[src/rtl/a2b_pkg.sv]
// Shared types and constants for the decoder configuration record to
// Annex B converter. Used by every module of the block; no dependencies.
`default_nettype none

package a2b_pkg;

    localparam int LENGTH_BITS = 16;
    localparam logic [15:0] LEN_MASK = (LENGTH_BITS >= 16) ? 16'hFFFF
        : 16'((32'd1 << LENGTH_BITS) - 32'd1);

    localparam int FIFO_DEPTH = 4;
    localparam int FIFO_AW = $clog2(FIFO_DEPTH);

    localparam logic [1:0] ST_OK = 2'd0;
    localparam logic [1:0] ST_REJECT = 2'd1;
    localparam logic [1:0] ST_TRUNC = 2'd2;

    localparam logic [15:0] MIN_RECORD_LEN = 16'd7;
    localparam logic [7:0] VERSION_ONE = 8'd1;
    localparam logic [7:0] SPS_COUNT_MASK = 8'h1F;
    localparam logic [2:0] START_CODE_LEN = 3'd4;

    // Work that one accepted byte hands to the back end.
    typedef struct packed {
        logic       emit_sc;
        logic       emit_byte;
        logic [7:0] data;
        logic       emit_status;
        logic [1:0] status;
    } cmd_t;

endpackage

`default_nettype wire

[src/rtl/a2b_front.sv]
// Front end: parses record bytes, holds the record length register and
// the parse state, and writes one command per byte that causes output.
// Depends on a2b_pkg.
`default_nettype none

module a2b_front (
    input  wire logic           clk,
    input  wire logic           rst_n,
    input  wire logic           record_length_we,
    input  wire logic [15:0]    record_length,
    input  wire logic           in_valid,
    output logic                in_stall,
    input  wire logic [7:0]     in_byte,
    input  wire logic           fifo_full,
    output logic                push,
    output a2b_pkg::cmd_t       push_cmd
);
    import a2b_pkg::*;

    typedef enum logic [3:0] {
        PH_HEADER,
        PH_SPS_COUNT,
        PH_PPS_COUNT,
        PH_LEN_HI,
        PH_LEN_LO,
        PH_PAYLOAD,
        PH_DONE,
        PH_STOPPED
    } phase_t;

    phase_t      phase_reg, phase_next;
    logic [15:0] total_reg;
    logic [15:0] pos_reg, pos_next;
    logic [7:0]  entries_reg, entries_next;
    logic [15:0] payload_reg, payload_next;
    logic [7:0]  len_hi_reg, len_hi_next;
    logic        pps_reg, pps_next;
    logic [1:0]  stop_reg, stop_next;

    logic        accept;
    logic        final_byte;
    logic [15:0] entry_len;
    logic [17:0] entry_end;
    logic [7:0]  entries_dec;
    logic        emit_sc;
    logic        emit_byte;
    logic [1:0]  status;

    assign accept = in_valid && !in_stall;
    assign in_stall = fifo_full;
    assign final_byte = ({1'b0, pos_reg} + 17'd1) == {1'b0, total_reg};
    assign entry_len = {len_hi_reg, in_byte} & LEN_MASK;
    assign entry_end = {2'b00, pos_reg} + 18'd1 + {2'b00, entry_len};
    assign entries_dec = entries_reg - 8'd1;

    always_comb
    begin
        phase_next = phase_reg;
        entries_next = entries_reg;
        payload_next = payload_reg;
        len_hi_next = len_hi_reg;
        pps_next = pps_reg;
        stop_next = stop_reg;
        pos_next = pos_reg + 16'd1;
        emit_sc = 1'b0;
        emit_byte = 1'b0;
        status = ST_OK;

        unique case (phase_reg)
            PH_HEADER:
            begin
                if (pos_reg == 16'd0)
                begin
                    if (total_reg < MIN_RECORD_LEN || in_byte != VERSION_ONE)
                    begin
                        phase_next = PH_STOPPED;
                        stop_next = ST_REJECT;
                    end
                end
                else if (pos_reg >= 16'd4)
                begin
                    phase_next = PH_SPS_COUNT;
                end
            end
            PH_SPS_COUNT:
            begin
                entries_next = in_byte & SPS_COUNT_MASK;
                pps_next = 1'b0;
                phase_next = ((in_byte & SPS_COUNT_MASK) != 8'd0) ? PH_LEN_HI
                                                                   : PH_PPS_COUNT;
            end
            PH_PPS_COUNT:
            begin
                entries_next = in_byte;
                pps_next = 1'b1;
                phase_next = (in_byte != 8'd0) ? PH_LEN_HI : PH_DONE;
            end
            PH_LEN_HI:
            begin
                len_hi_next = in_byte;
                phase_next = PH_LEN_LO;
            end
            PH_LEN_LO:
            begin
                if (entry_end > {2'b00, total_reg})
                begin
                    phase_next = PH_STOPPED;
                    stop_next = ST_TRUNC;
                end
                else
                begin
                    emit_sc = 1'b1;
                    if (entry_len == 16'd0)
                    begin
                        entries_next = entries_dec;
                        if (entries_dec == 8'd0)
                            phase_next = pps_reg ? PH_DONE : PH_PPS_COUNT;
                        else
                            phase_next = PH_LEN_HI;
                    end
                    else
                    begin
                        payload_next = entry_len;
                        phase_next = PH_PAYLOAD;
                    end
                end
            end
            PH_PAYLOAD:
            begin
                emit_byte = 1'b1;
                payload_next = payload_reg - 16'd1;
                if (payload_reg == 16'd1)
                begin
                    entries_next = entries_dec;
                    if (entries_dec == 8'd0)
                        phase_next = pps_reg ? PH_DONE : PH_PPS_COUNT;
                    else
                        phase_next = PH_LEN_HI;
                end
            end
            PH_DONE, PH_STOPPED:
            begin
            end
            default:
            begin
            end
        endcase

        // The status reflects where parsing stands after this byte.
        if (phase_next == PH_DONE)
            status = ST_OK;
        else if (phase_next == PH_STOPPED)
            status = stop_next;
        else
            status = ST_TRUNC;

        if (final_byte)
        begin
            phase_next = PH_HEADER;
            pos_next = 16'd0;
            entries_next = 8'd0;
            payload_next = 16'd0;
            len_hi_next = 8'd0;
            pps_next = 1'b0;
            stop_next = ST_OK;
        end
    end

    assign push = accept && (emit_sc || emit_byte || final_byte);
    assign push_cmd = '{
        emit_sc: emit_sc,
        emit_byte: emit_byte,
        data: in_byte,
        emit_status: final_byte,
        status: status
    };

    always_ff @(posedge clk or negedge rst_n)
    begin
        if (!rst_n)
        begin
            phase_reg <= PH_HEADER;
            total_reg <= 16'd1;
            pos_reg <= 16'd0;
            entries_reg <= 8'd0;
            payload_reg <= 16'd0;
            len_hi_reg <= 8'd0;
            pps_reg <= 1'b0;
            stop_reg <= ST_OK;
        end
        else
        begin
            if (record_length_we)
                total_reg <= record_length;
            if (accept)
            begin
                phase_reg <= phase_next;
                pos_reg <= pos_next;
                entries_reg <= entries_next;
                payload_reg <= payload_next;
                len_hi_reg <= len_hi_next;
                pps_reg <= pps_next;
                stop_reg <= stop_next;
            end
        end
    end

endmodule

`default_nettype wire

[src/rtl/a2b_fifo.sv]
// Short command queue between the parser and the output sequencer.
// Depends on a2b_pkg for the command type and depth.
`default_nettype none

module a2b_fifo (
    input  wire logic           clk,
    input  wire logic           rst_n,
    input  wire logic           push,
    input  wire a2b_pkg::cmd_t  push_cmd,
    input  wire logic           pop,
    output a2b_pkg::cmd_t       head_cmd,
    output logic                empty,
    output logic                full
);
    import a2b_pkg::*;

    cmd_t               slots_reg [FIFO_DEPTH];
    logic [FIFO_AW-1:0] wr_ptr_reg;
    logic [FIFO_AW-1:0] rd_ptr_reg;
    logic [FIFO_AW:0]   count_reg;
    logic               do_push;
    logic               do_pop;

    assign empty = (count_reg == '0);
    assign full = (count_reg == (FIFO_AW + 1)'(FIFO_DEPTH));
    assign do_push = push && !full;
    assign do_pop = pop && !empty;
    assign head_cmd = slots_reg[rd_ptr_reg];

    always_ff @(posedge clk)
    begin
        if (do_push)
            slots_reg[wr_ptr_reg] <= push_cmd;
    end

    always_ff @(posedge clk or negedge rst_n)
    begin
        if (!rst_n)
        begin
            wr_ptr_reg <= '0;
            rd_ptr_reg <= '0;
            count_reg <= '0;
        end
        else
        begin
            if (do_push)
                wr_ptr_reg <= (wr_ptr_reg == FIFO_AW'(FIFO_DEPTH - 1)) ? '0
                                                                      : wr_ptr_reg + FIFO_AW'(1);
            if (do_pop)
                rd_ptr_reg <= (rd_ptr_reg == FIFO_AW'(FIFO_DEPTH - 1)) ? '0
                                                                      : rd_ptr_reg + FIFO_AW'(1);
            if (do_push && !do_pop)
                count_reg <= count_reg + (FIFO_AW + 1)'(1);
            else if (do_pop && !do_push)
                count_reg <= count_reg - (FIFO_AW + 1)'(1);
        end
    end

endmodule

`default_nettype wire

[src/rtl/a2b_back.sv]
// Output sequencer: expands each queued command into start-code, payload
// and status transfers behind a registered output stage. Depends on a2b_pkg.
`default_nettype none

module a2b_back (
    input  wire logic           clk,
    input  wire logic           rst_n,
    input  wire a2b_pkg::cmd_t  head_cmd,
    input  wire logic           fifo_empty,
    output logic                pop,
    output logic                out_valid,
    input  wire logic           out_stall,
    output logic [7:0]          out_byte,
    output logic                byte_valid,
    output logic                is_start_code,
    output logic [1:0]          record_status,
    output logic                last
);
    import a2b_pkg::*;

    // Pieces of the command being expanded.
    logic       busy_reg;
    logic [2:0] sc_left_reg;
    logic       byte_pend_reg;
    logic [7:0] data_reg;
    logic       status_pend_reg;
    logic [1:0] status_reg;

    logic       out_valid_reg;
    logic [7:0] out_byte_reg;
    logic       byte_valid_reg;
    logic       is_sc_reg;
    logic [1:0] out_status_reg;
    logic       last_reg;

    logic       slot_free;
    logic       emit;
    logic [2:0] sc_left_next;
    logic       byte_pend_next;
    logic       status_pend_next;
    logic       done;

    assign slot_free = !out_valid_reg || !out_stall;
    assign emit = busy_reg && slot_free;

    always_comb
    begin
        sc_left_next = sc_left_reg;
        byte_pend_next = byte_pend_reg;
        status_pend_next = status_pend_reg;
        if (sc_left_reg != 3'd0)
            sc_left_next = sc_left_reg - 3'd1;
        else if (byte_pend_reg)
            byte_pend_next = 1'b0;
        else
            status_pend_next = 1'b0;
    end

    assign done = (sc_left_next == 3'd0) && !byte_pend_next && !status_pend_next;
    assign pop = !fifo_empty && (!busy_reg || (emit && done));

    always_ff @(posedge clk or negedge rst_n)
    begin
        if (!rst_n)
        begin
            busy_reg <= 1'b0;
            sc_left_reg <= 3'd0;
            byte_pend_reg <= 1'b0;
            status_pend_reg <= 1'b0;
            out_valid_reg <= 1'b0;
        end
        else
        begin
            // A pop while busy only happens as the current command finishes.
            if (pop)
            begin
                busy_reg <= 1'b1;
                sc_left_reg <= head_cmd.emit_sc ? START_CODE_LEN : 3'd0;
                byte_pend_reg <= head_cmd.emit_byte;
                status_pend_reg <= head_cmd.emit_status;
            end
            else if (emit)
            begin
                sc_left_reg <= sc_left_next;
                byte_pend_reg <= byte_pend_next;
                status_pend_reg <= status_pend_next;
                if (done)
                    busy_reg <= 1'b0;
            end
            if (slot_free)
                out_valid_reg <= emit;
        end
    end

    always_ff @(posedge clk)
    begin
        if (pop)
        begin
            data_reg <= head_cmd.data;
            status_reg <= head_cmd.status;
        end
        if (emit)
        begin
            last_reg <= done;
            if (sc_left_reg != 3'd0)
            begin
                // The final start-code byte is the 01.
                out_byte_reg <= (sc_left_reg == 3'd1) ? 8'h01 : 8'h00;
                byte_valid_reg <= 1'b1;
                is_sc_reg <= 1'b1;
                out_status_reg <= ST_OK;
            end
            else if (byte_pend_reg)
            begin
                out_byte_reg <= data_reg;
                byte_valid_reg <= 1'b1;
                is_sc_reg <= 1'b0;
                out_status_reg <= ST_OK;
            end
            else
            begin
                out_byte_reg <= 8'h00;
                byte_valid_reg <= 1'b0;
                is_sc_reg <= 1'b0;
                out_status_reg <= status_reg;
            end
        end
    end

    assign out_valid = out_valid_reg;
    assign out_byte = out_byte_reg;
    assign byte_valid = byte_valid_reg;
    assign is_start_code = is_sc_reg;
    assign record_status = out_status_reg;
    assign last = last_reg;

endmodule

`default_nettype wire

[src/rtl/avcc_to_annexb_param_sets_unit.sv]
// Converts a decoder configuration record into Annex B parameter sets.
// An input byte passes through the command queue, the sequencer's command
// registers and a registered output stage. One input byte is taken per cycle
// while the 4-entry command queue is not full; the output sequencer sends one
// transfer per cycle while out_stall is low; the queue absorbs 4-byte start codes.
// Reset is asynchronous, active low; it clears the parse state and the queue and
// sets record_length to 1.
`default_nettype none

module avcc_to_annexb_param_sets_unit (
    input  wire logic       clk,
    input  wire logic       rst_n,
    input  wire logic       record_length_we,
    input  wire logic [15:0] record_length,
    input  wire logic       in_valid,
    output logic            in_stall,
    input  wire logic [7:0] in_byte,
    output logic            out_valid,
    input  wire logic       out_stall,
    output logic [7:0]      out_byte,
    output logic            byte_valid,
    output logic            is_start_code,
    output logic [1:0]      record_status,
    output logic            last
);
    import a2b_pkg::*;

    logic push;
    cmd_t push_cmd;
    logic pop;
    cmd_t head_cmd;
    logic fifo_empty;
    logic fifo_full;

    a2b_front u_front (
        .clk              (clk),
        .rst_n            (rst_n),
        .record_length_we (record_length_we),
        .record_length    (record_length),
        .in_valid         (in_valid),
        .in_stall         (in_stall),
        .in_byte          (in_byte),
        .fifo_full        (fifo_full),
        .push             (push),
        .push_cmd         (push_cmd)
    );

    a2b_fifo u_fifo (
        .clk      (clk),
        .rst_n    (rst_n),
        .push     (push),
        .push_cmd (push_cmd),
        .pop      (pop),
        .head_cmd (head_cmd),
        .empty    (fifo_empty),
        .full     (fifo_full)
    );

    a2b_back u_back (
        .clk           (clk),
        .rst_n         (rst_n),
        .head_cmd      (head_cmd),
        .fifo_empty    (fifo_empty),
        .pop           (pop),
        .out_valid     (out_valid),
        .out_stall     (out_stall),
        .out_byte      (out_byte),
        .byte_valid    (byte_valid),
        .is_start_code (is_start_code),
        .record_status (record_status),
        .last          (last)
    );

endmodule

`default_nettype wire

[config.mk]
export PLATFORM = sky130hd
export DESIGN_NAME = avcc_to_annexb_param_sets_unit
export DESIGN_NICKNAME = d
export VERILOG_FILES = /design/src/rtl/a2b_pkg.sv /design/src/rtl/a2b_front.sv /design/src/rtl/a2b_fifo.sv /design/src/rtl/a2b_back.sv /design/src/rtl/avcc_to_annexb_param_sets_unit.sv
export SDC_FILE = /design/constraint.sdc
export NUM_CORES = 1
export LEC_CHECK = 0
export BUFFER_PORTS_ARGS = -buffer_cell sky130_fd_sc_hd__buf_2
export CAP_MARGIN = 20
export CORE_MARGIN = 5
export CORE_UTILIZATION = 58
export DETAILED_ROUTE_END_ITERATION = 6
export PLACE_DENSITY = 0.85
export SLEW_MARGIN = 20
export SYNTH_ARGS = -nofsm -noshare
export SYNTH_HDL_FRONTEND = slang
export SYNTH_SLANG_ARGS = --single-unit
export TNS_END_PERCENT = 5
[constraint.sdc]
create_clock -name clk -period 7.8 [get_ports clk]
set_clock_uncertainty 0.2 [all_clocks]
set_input_delay 0.39 -clock clk [delete_from_list [all_inputs] [get_ports clk]]
set_output_delay 0.39 -clock clk [all_outputs]
set_load 0.02 [all_outputs]
# Word level (Yosys, flattened, before mapping)
# Memory sizes are Yosys's and may differ from the RTL's.
# Index checks and enable logic that the tools add are counted.
# totals
in_bits	29
memories	1
out_inout_bits	15
register_bits	108
ram_bits	52
elab_cells	164
# memory_table
memory	words	word_bits	read_ports	rd_clocked_by_memory_dff	write_ports	line	source
u_fifo.slots_reg	4	13	1	0	1	a2b_fifo.sv:17	cmd_t slots_reg [FIFO_DEPTH];
# op_classes
reduce_logical	47
eq_ne	18
mux	61
add_sub_neg	11
n_lt_le_gt_ge	3
# op_table
operator	count
2-to-1 mux 16 bit	4
2-to-1 mux 8 bit	8
adder 16 x 1 -> 17 bit, second input constant	2
zero test 16 bit	2
2-to-1 mux 4 bit	8
case mux 16 bit (2 select lines)	1
case mux 8 bit (4 select lines)	1
2-to-1 mux 3 bit	8
case mux 4 bit (6 select lines)	1
2-to-1 mux 1 bit	20
adder 18 x 16 -> 18 bit	1
> comparator 18 x 16 -> 1 bit	1
equality test 17 x 16 -> 1 bit	1
adder 16 x 1 -> 16 bit, second input constant	1
equality test 16 x 1 -> 1 bit, second input constant	1
equality test 4 x 3 -> 1 bit, second input constant	4
>= comparator 16 x 3 -> 1 bit, second input constant	1
less-than comparator 16 x 3 -> 1 bit, second input constant	1
2-to-1 mux 2 bit	8
nonzero test 8 bit	2
subtractor 16 x 1 -> 16 bit, second input constant	1
logical AND 1 bit	11
zero test 1 bit	9
nonzero test 3 bit	3
other kinds (24)	40

# Depth between registers and ports, before layout
# Gate-level depths: netlist of run 1.
# logic_depth
word_depth	13
mapped_depth	28
ltp_nobuf	27

# By module
# From an unflattened synthesis of run 1, not the netlist that was laid out.
# hier_totals
hier_cells	900
area_unflattened_um2	9407.8
# by_module_without_submodules
module	cells_each	area_per_inst_um2	n_inst
a2b_front	707	5778.0	1
a2b_fifo	105	2338.5	1
a2b_back	88	1291.2	1

# Worst setup path after synthesis of run 1
# Ideal clock, no wire load.
# synth_path
path_kind	register -> register
from	register u_front.pos_reg[0]
to	register u_fifo.count_reg[2]
t_required_ps	7521
arrival_ps	5420
setup_slack_ps	2101
synth_period_minus_slack_ps	5699
n_path_buf	1
path_stages_with_launch	25
cell_sequence	dfrtp_1 > ha_1 > nand4_1 > buf_2 > or3_1 > xnor2_1 > ha_1 > a21boi_0 > a311oi_1 > o21ai_0 > xor2_1 > ha_1 > a21o_1 > a221o_1 > a211oi_1 > a211oi_1 > a21o_1 > a31o_2 > a21oi_4 > ha_1 > inv_1 > fa_1 > xor2_1 > nor2_1 > xor2_1
# synth_via
elab_chain_len	12
elab_cells_between_ends	16
cone_classes	3 x add/sub; 1 x order compare; 1 x eq/ne; 3 x mux; 8 x reduce/logical
# synth_rtl
item	line	source
from (decl)	a2b_front.sv:33	logic [15:0] pos_reg, pos_next;
from (signal assigned)	a2b_front.sv:198	pos_reg <= pos_next;
adder 16 x 1 -> 17 bit	a2b_front.sv:51, a2b_front.sv:53	
adder 18 x 16 -> 18 bit	a2b_front.sv:53	assign entry_end = {2'b00, pos_reg} + 18'd1 + {2'b00, entry_len};
> comparator 18 x 16 -> 1 bit	a2b_front.sv:105	if (entry_end > {2'b00, total_reg})
2-to-1 mux 1 bit	a2b_front.sv:105	
2-to-1 mux 1 bit	a2b_front.sv:69	unique case (phase_reg)
logical OR 1 bit	a2b_front.sv:169	assign push = accept && (emit_sc || emit_byte || final_byte);
logical OR 1 bit *	a2b_front.sv:169	
logical AND 1 bit *	a2b_front.sv:169	
logical AND 1 bit *	a2b_fifo.sv:26	assign do_push = push && !full;
named net u_fifo.do_push	a2b_fifo.sv:21	logic do_push;
zero test 1 bit	a2b_fifo.sv:54	else if (do_pop && !do_push)
logical AND 1 bit	a2b_fifo.sv:54	
nonzero test 2 bit (no line)	--	
to (signal assigned)	a2b_fifo.sv:53	count_reg <= count_reg + (FIFO_AW + 1)'(1);
to (signal assigned)	a2b_fifo.sv:55	count_reg <= count_reg - (FIFO_AW + 1)'(1);
to (decl)	a2b_fifo.sv:20	logic [FIFO_AW:0] count_reg;
# The timed path passes the listed nets; every way through them passes the cells marked *.
# A chain may end at the register's enable or synchronous reset.

# Worst setup path in the final report of run 1
# layout_path
from	register u_front.pos_reg[0]
to	register u_front.payload_reg[11]
# layout_via
elab_chain_len	5
elab_cells_between_ends	10
cone_classes	3 x add/sub; 1 x order compare; 3 x eq/ne; 1 x mux; 2 x reduce/logical
# layout_rtl
item	line	source
adder 16 x 1 -> 17 bit	a2b_front.sv:51, a2b_front.sv:53	
adder 18 x 16 -> 18 bit	a2b_front.sv:53	
> comparator 18 x 16 -> 1 bit	a2b_front.sv:105	
!= test 3 x 2 -> 1 bit (no line)	--	
AND reduction 4 bit (no line)	--	
to (signal assigned)	a2b_front.sv:200	payload_reg <= payload_next;
to (decl)	a2b_front.sv:35	logic [15:0] payload_reg, payload_next;
# Several ways; a longest one is shown, not always the timed one.

==> flow_summary.yaml, run 1 <==
layout:
  instances_no_fill: 1261
  largest_reg_flops: 52
  layout.nets: 1109
  stdcell_area_um2: 10990
  fin_util_pct: 66.03
  syn_to_final_growth_pct: 10.97
  drive_gt1_share_pct: 11.53
  antenna_cells: 0
drt:
  vias: 8409
  first_iter_violations: 875
  viasPerCell: 6.669
  firstDrtPassIters: 5
  wirelength_um: 27810
  ant_nets: 0
  drc: 0
  routedWlPerCell_um: 22.05
die:
  dieArea_um2: 19790
  start_util_pct: 59.51
  fp.dieW_um: 140.7
  coreArea_um2: 16640
  io_pins: 44
  die-height_um: 140.7
  row_count: 47
synthesis:
  synth_area_per_cell_um2: 9.913
  synth_flop_cell: "dfrtp_1"
  yosys-top-cells-count: "84 x dfrtp_1, 75 x edfxtp_1, 75 x nand2_1, 66 x nor2_1"
  synth_top_area_share_pct: 22.74
  syn_inst: 999
  yosysUniqueCellTypes: 81
  yosysTopAreaCell: "edfxtp_1"
  synth_edf_count: 75
  synth_seq_cells: 160
  synth_most_common_cell: "dfrtp_1"
  yosysWarnings: 0
  synth-seq-area-share_pct: 44.23
  syn-cell-area_um2: 9903
  synth_fp_nets: 1080
  async_flop_share_pct: 53.13
  yosys-top-cells-area: "edfxtp_1 23%, dfrtp_1 21%, ha_1 6.3%"
flow_run:
  max_cap_violations: 0
sta:
  period_minus_slack_ps: 6603
  relSlewSlack_pct: 28.22
  fmax_mhz: 151.4
  setup_violations: 0
  fin_crit_sh_pct: 84.66
  hold_viol_final: 0
  layout_setup_ws_ps: 1197
  slew_viol_final: 0
  hold_ws_ps: 25.47
  grt_setup_unrepaired: "false"
  setup_tns_ps: 0
  worstMarginPinSlew_ps: 1072
global_route:
  grt_usage_pct: 28.25
  grt_pass1_vias: 8105
  grt_pass1_wl_um: 43790
  grt_max_degree: 47
  grt_overflow_total: 0
  antenna_found_initial: 0
place:
  gp_congestion: 1.034
  pre_cts_slack_ps: 1419
  io_buffer_count: 43
  dp_hpwl_um: 19290
  placed_area_um2: 10220
  dp.cells: 1212
clock_network:
  clock_path_buffers: 2
  insertion_delay_ps: 440
  htree_levels: 4
  cts_resized: 0
  path_clk_slew_ps: 80
  cts_tree: "yes"
  root_buffer: "clkbuf_16"
  cts_sinks: 160
  numCtsBuffers: 17
pwr:
  finalPower_mw: 2.815
  leakage_nw: 4.412
  pwr-share-seq_pct: 40.0
  switchingPower_mw: 1.044
  pwr_density_cell_nw_per_um2: 256.2
  combPwrFrac_pct: 29.6
  p_sw_share_pct: 37.07
  power_frac_clock_pct: 30.5
  p_int_mw: 1.772
  vdd_drop_max_v: 0.0001793
critical_path:
  r2r_slack_ps: 1200
  cp_data_arrival_time_ps: 6700
  crit_path_start_kind: "flop"
  end_kind: "flop"
  required_ps: 7890
  crit_path_max_fanout: 19
  critPathKind: "flop to flop"
outcome:
  status: "completed"
min_path:
  hold_path.class: "input pin to flop"
[area by class of cell]
| cell class | count | area [µm²] |
|---|---|---|
| Tap cell | 220 | 275.3 |
| Sequential cell | 160 | 4380 |
| Fill cell | 1236 | 5653 |
| Timing Repair Buffer | 67 | 434.2 |
| Clock buffer | 17 | 425.4 |
| Multi-Input combinational cell | 733 | 5109 |
| Inverter | 49 | 183.9 |
| Clock inverter | 15 | 181.4 |
[repair_timing]
| item | in CTS | in global routing |
|---|---|---|
| setup endpoints to repair | 0 | 0 |
| buffers inserted | 0 | 0 |
| hold buffers | 16 | 0 |
| endpoints found under the hold margin | 54 | 0 |
[layout by cell type, fill, tap and decap left out, types with 23 or more instances in the layout]
| master | count |
|---|---|
| xnor2_1 | 29 |
| edfxtp_1 | 75 |
| nand3_1 | 23 |
| ha_1 | 50 |
| o21ai_0 | 62 |
| dfrtp_1 | 84 |
| a21oi_1 | 62 |
| buf_2 | 42 |
| inv_1 | 46 |
| nor3_1 | 35 |
| nor2_1 | 66 |
| nand2_1 | 75 |
| o211ai_1 | 35 |
[worst max-delay path: stages (launching register included)]
cell      delay [ps]
dfrtp_1          470
ha_1             310
and4_4           290
nand3_1          160
xnor2_1          470
inv_1            130
ha_1             330
and3_1           180
a311oi_1         300
o21ai_0          240
nand2_1          120
nand2_1           60
a21oi_1          180
xnor2_1          140
ha_1             270
and4_1           210
and4_1           190
a211oi_1         750
nor3_1           160
a31oi_1          270
buf_4            290
nand2b_1         500
o211ai_1         190
[power by group through the flow]
stage	logic [mW]	clock network (mW)	registers, mW
after global routing	0.918	0.899	1.14
after floorplan	0.636	0	1.07
after detailed placement	0.806	0	1.14
final	0.833	0.857	1.13
after CTS	0.819	0.859	1.12
after global placement	0.777	0	1.13
[layer usage]
layer | part of all wire (%) | wire [µm] | global-route usage, %
met5 | 0 | 0 | 0
met3 | 9.7 | 2707 | 5.858
met2 | 46 | 12830 | 44.93
met1 | 39 | 10880 | 36.98
met4 | 5.0 | 1382 | 13.97
[path summary, 6_finish.rpt]
| kind | depth (start not counted) | to | startpoint |
|---|---|---|---|
| max | 22 | u_front.payload_reg[11] | u_front.pos_reg[0] |
| min in group asynchronous | 2 | u_front.total_reg[2] | rst_n |
| max reg2reg | 22 | u_front.payload_reg[11] | u_front.pos_reg[0] |
| min | 3 | u_back.out_valid | out_stall |
| min reg2reg | 1 | u_fifo.count_reg[2] | u_fifo.count_reg[2] |
| max in group asynchronous | 3 | u_fifo.count_reg[0] | rst_n |
[cells by family (layout without fill, tap and decap cells)]
kind of cell	count (synthesis)	in the layout	synth area share, %
AOI/OAI and AO/OA	278	278	18.74
xor gates and xnor gates	46	46	4.207
muxes	23	23	4.119
buffers and inverters	106	148	4.207
adders and majority gates	52	52	6.721
and+or+nand+nor	334	334	17.78
DFF	160	160	44.23
(Power assumes the default switching activity.)
==> run 2: changes to the inputs <==
- clock period: 7.8 -> 6.1 ns (I/O delays scaled with it)
==> run 2 against run 1 <==
Against the previous run:
- utilization grew 1.8 points
- power rose by 29%
- critical path depth increased by 4
- via count grew 0.58%
- non-clock buffer count up 25
- wire length decreased by 2.8%
- maximum frequency up 12%
- clock power is 26% higher
- sequential share of layout area shrank 1.0 points
- largest power group unchanged
==> flow_summary.yaml, run 2 (synthesized netlist as in run 1, its figures left out) <==
outcome:
  status: "completed"
sta:
  fmax_mhz: 170.0
  relSlewSlack_pct: 28.89
  period_minus_slack_ps: 5882
  worstMarginPinSlew_ps: 1062
  slew_viol_final: 0
  hold_viol_final: 0
  fin_crit_sh_pct: 96.42
  setup_violations: 0
die:
  die-height_um: 140.7
  start_util_pct: 59.51
  io_pins: 44
  dieArea_um2: 19790
  row_count: 47
  coreArea_um2: 16640
  fp.dieW_um: 140.7
critical_path:
  end_kind: "flop"
  critical_path.startpoint: "u_front.pos_reg[0]"
  reg2reg_to: "u_fifo.count_reg[2]"
  reg2reg_from: "u_front.pos_reg[0]"
  critPathKind: "flop to flop"
  crit_path_start_kind: "flop"
  cp-endpoint: "u_fifo.count_reg[2]"
  cp_data_arrival_time_ps: 6030
  r2r_slack_ps: 220
  required_ps: 6250
  worstRegToRegCells: 26
  crit_path_max_fanout: 7
pwr:
  vdd_drop_max_v: 0.0002275
  p_sw_share_pct: 35.11
  p_int_mw: 2.362
  finalPower_mw: 3.640
  power_frac_clock_pct: 29.7
  pwr_density_cell_nw_per_um2: 322.4
  combPwrFrac_pct: 31.0
  leakage_nw: 4.542
  switchingPower_mw: 1.278
  pwr-share-seq_pct: 39.3
global_route:
  grt_pass1_wl_um: 43060
  grt_pass1_vias: 7978
  grt_max_degree: 51
  antenna_found_initial: 0
  grt_usage_pct: 27.50
  grt_overflow_total: 0
drt:
  vias: 8458
  first_iter_violations: 957
  drc: 0
  routedWlPerCell_um: 21.02
  viasPerCell: 6.577
  firstDrtPassIters: 6
  ant_nets: 0
  wirelength_um: 27040
clock_network:
  root_buffer: "clkbuf_16"
  clock_path_buffers: 2
  cts_tree: "yes"
  path_clk_slew_ps: 70
  numCtsBuffers: 17
  cts_sinks: 160
  insertion_delay_ps: 430
  htree_levels: 4
place:
  gp_congestion: 0.9870
  io_buffer_count: 43
  dp_hpwl_um: 18890
min_path:
  hold_path.class: "input pin to flop"
layout:
  final_common_cell: "dfrtp_1"
  largest_reg_flops: 52
  fin_util_pct: 67.83
  drive_gt1_share_pct: 15.76
  antenna_cells: 0
  layout.nets: 1134
  layout_common_cells: "79 x dfrtp_1, 75 x nand2_1, 75 x edfxtp_1"
  syn_to_final_growth_pct: 13.99
flow_run:
  max_cap_violations: 0
[run 2: cell types whose count changed in the layout (fill, tap and decap cells not counted), moves of 4 or more]
cell,delta
ha_2,+4
ha_1,-6
dfrtp_1,-5
buf_4,+24
dfrtp_2,+5
inv_8,-4
[run 2: worst max-delay path, stage by stage (launching register included)]
cell	delay [ps]
dfrtp_1	410
buf_4	170
and3_2	250
and4_1	240
nand2_1	140
xnor2_2	220
ha_2	350
and3_1	210
o211ai_1	180
nand2b_1	140
a21o_1	210
a21oi_2	150
xnor2_1	150
ha_1	290
and3_1	210
a221o_1	340
a211oi_2	220
a211oi_1	110
a21o_1	200
a31o_2	250
a21oi_4	140
ha_2	210
inv_1	50
fa_1	370
xor2_1	150
nor2_1	110
xor2_1	150
[run 2: layout make-up]
class | count | area [µm²]
clock inverters | 15 | 175.2
inverters | 49 | 183.9
fillers | 1232 | 5354
clock buffers | 17 | 425.4
well taps | 220 | 275.3
multi-input cells | 733 | 5211
flip-flops and latches | 160 | 4387
repair buffers | 92 | 630.6
[run 2: how the worst min path moves through the flow]
stage / from / end / slack, ps / cells after the start
after CTS: in_byte[6] / u_fifo.slots_reg[1][9] / 70 / 1
after floorplan: rst_n / u_back.busy_reg / -190 / 0
after global routing: in_byte[6] / u_fifo.slots_reg[1][9] / 60 / 1
after detailed placement: rst_n / u_front.total_reg[2] / 90 / 1
final: in_byte[2] / u_fifo.slots_reg[1][5] / 90 / 1
after global placement: rst_n / u_front.total_reg[2] / 90 / 1
[run 2: metal layers]
layer  vias to the layer above  GRT usage, %  share of wire [%]
met2                       504         44.13                 47
li1                       3854             -                  -
met4                         0         11.22                3.7
met5                         -             0                  0
met3                        90         5.858                9.7
met1                      4010         36.60                 39
[run 2: power groups by stage]
stage | Clock, mW | Combinational, mW | Sequential [mW]
2_1_floorplan | 0 | 0.813 | 1.37
3_3_place_gp | 0 | 1.03 | 1.43
3_5_place_dp | 0 | 1.06 | 1.44
4_1_cts | 1.10 | 1.08 | 1.43
5_1_grt | 1.15 | 1.24 | 1.45
6_report | 1.08 | 1.13 | 1.43
[run 2: through the flow]
| step | instance area (µm²) | setup slack (ps) | hold WS (ps) | TNS, ps | instances |
|---|---|---|---|---|---|
| finish | 11290 | 218.1 | 94.95 | 0 | 1286 |
| CTS | 11160 | 111.3 | 71.23 | 0 | 1284 |
| global route | 11290 | -45.96 | 62.76 | -45.96 | 1286 |
| global placement | 10380 | 309.8 | 94.14 | 0 | 1234 |
| floorplan | 9903 | 401.1 | -190.6 | 0 | 999 |
| detailed placement | 10380 | 166.4 | 92.90 | 0 | 1234 |
[run 2: what timing repair did]
action	4_1_cts	5_1_grt
gates resized for setup	0	30
hold buffers	18	0
endpoints found under the hold margin	52	0
buffers inserted	0	2
endpoints found under the setup margin	0	80
==> run 3: changes to the inputs <==
- HOLD_SLACK_MARGIN: default -> 0.12
==> run 3 against run 2 <==
Against the previous run:
- sequential share of layout area fell by 0.27 points
- worst setup slack got worse by 13 ps
- power rose by 0.37%
- count of clock-buffer cells in the layout did not move
- combinational power barely moved
- first-iteration DRC count rose by 8.3%
- worst hold slack improved by 72 ps
- non-clock buffer count rose by 8
==> flow_summary.yaml, run 3 (synthesized netlist as in run 1, its figures left out) <==
global_route:
  grt_pass1_wl_um: 43300
  antenna_found_initial: 0
  grt_overflow_total: 0
  grt_max_degree: 51
  grt_usage_pct: 27.64
  grt_pass1_vias: 8039
clock_network:
  insertion_delay_ps: 430
  cts_sinks: 160
  root_buffer: "clkbuf_16"
  cts_tree: "yes"
  htree_levels: 4
  clock_path_buffers: 2
  path_clk_slew_ps: 70
  numCtsBuffers: 17
pwr:
  pwr_density_cell_nw_per_um2: 321.3
  leakage_nw: 4.575
  vdd_drop_max_v: 0.0002147
critical_path:
  end_kind: "flop"
  slowest_stage: "dfrtp_1"
  required_ps: 6250
  cp_data_arrival_time_ps: 6050
  crit_path_max_fanout: 7
  cpPeakStageDelay_ps: 400
  reg2reg_from: "u_front.pos_reg[0]"
  crit_path_start_kind: "flop"
  critical_path.startpoint: "u_front.pos_reg[0]"
  critPathKind: "flop to flop"
drt:
  firstDrtPassIters: 6
  vias: 8555
  ant_nets: 0
  routedWlPerCell_um: 21.25
  first_iter_violations: 1036
  wirelength_um: 27490
  viasPerCell: 6.611
  drc: 0
sta:
  layout_setup_ws_ps: 205.5
  slew_viol_final: 0
  hold_viol_final: 0
  fmax_mhz: 169.7
  relSlewSlack_pct: 29.05
  setup_tns_ps: 0
  hold_ws_ps: 166.6
  fin_crit_sh_pct: 96.63
  worstMarginPinSlew_ps: 1059
  setup_violations: 0
  period_minus_slack_ps: 5894
layout:
  antenna_cells: 0
  layout.nets: 1142
  final_common_cell: "dfrtp_1"
  drive_gt1_share_pct: 15.64
  largest_reg_flops: 52
  layout_common_cells: "79 x dfrtp_1, 75 x nand2_1, 75 x edfxtp_1"
  syn_to_final_growth_pct: 14.79
die:
  fp.dieW_um: 140.7
  dieArea_um2: 19790
  coreArea_um2: 16640
  start_util_pct: 59.51
  die-height_um: 140.7
  io_pins: 44
  row_count: 47
place:
  pre_cts_slack_ps: 166.4
  dp_hpwl_um: 18890
  io_buffer_count: 43
  gp_congestion: 0.9870
min_path:
  hold_path.class: "input pin to asynchronous set/reset pin"
flow_run:
  max_cap_violations: 0
outcome:
  status: "completed"
run 3: changes by cell type in the layout (fill, tap and decap cells not counted):
| cell | change |
|---|---|
| dlygate4sd3_1 | +8 |
run 3: timing repair:
action | CTS | global route
setup endpoints to repair | 0 | 80
hold buffers | 26 | 0
gates resized for setup | 0 | 30
hold endpoints to repair | 85 | 0
setup buffers | 0 | 2
run 3: worst paths after layout:
check | endpoint | slack (ps) | cells past startpoint
worst max-delay path | u_fifo.count_reg[2] | 210 | 26
worst min-delay path | u_front.total_reg[2] | 170 | 2
worst max register to register | u_fifo.count_reg[2] | 210 | 26
worst min register to register | u_fifo.count_reg[2] | 290 | 1
max in group asynchronous | u_front.pos_reg[5] | 4410 | 3
min in group clk | u_front.total_reg[9] | 170 | 3
run 3: cell type report:
cell class / instances / area (µm²)
Timing Repair Buffer: 100 / 710.7
Clock buffer: 17 / 425.4
Tap cell: 220 / 275.3
Fill cell: 1207 / 5274
Clock inverter: 15 / 175.2
Multi-Input combinational cell: 733 / 5211
Inverter: 49 / 183.9
Sequential cell: 160 / 4387
run 3: metal layers:
metal  global-route usage, %  share of wire [%]  up-vias
met1                   36.85                 39     4052
met4                   11.37                4.5        0
met2                   44.30                 46      524
li1                        -                  -     3865
met5                       0                  0        -
met3                   5.757                9.7      114
run 3: per-stage QoR:
step / utilization [%] / cells / instance area [µm²] / power, mW
after floorplan: - / 999 / 9903 / 2.183
after global placement: 62.39 / 1234 / 10380 / 2.458
after detailed placement: 62.39 / 1234 / 10380 / 2.505
after CTS: 67.57 / 1292 / 11240 / 3.605
after global routing: 68.31 / 1294 / 11370 / 3.851
final: 68.31 / 1294 / 11370 / 3.653
run 3: critical path, delay by kind of cell (launching register included):
| kind | cells | cell delay (ps) |
|---|---|---|
| xor gates and xnor gates | 4 | 660 |
| adders and majority gates | 4 | 1220 |
| and+or+nand+nor | 6 | 1140 |
| buffers and inverters | 2 | 220 |
| AOI/OAI and AO/OA | 10 | 1970 |
| DFF | 1 | 400 |
run 3: report_power, final:
part,switching [mW],internal [mW],total (mW)
clock network,0.468,0.615,1.08
logic,0.649,0.491,1.14
registers,0.171,1.26,1.43
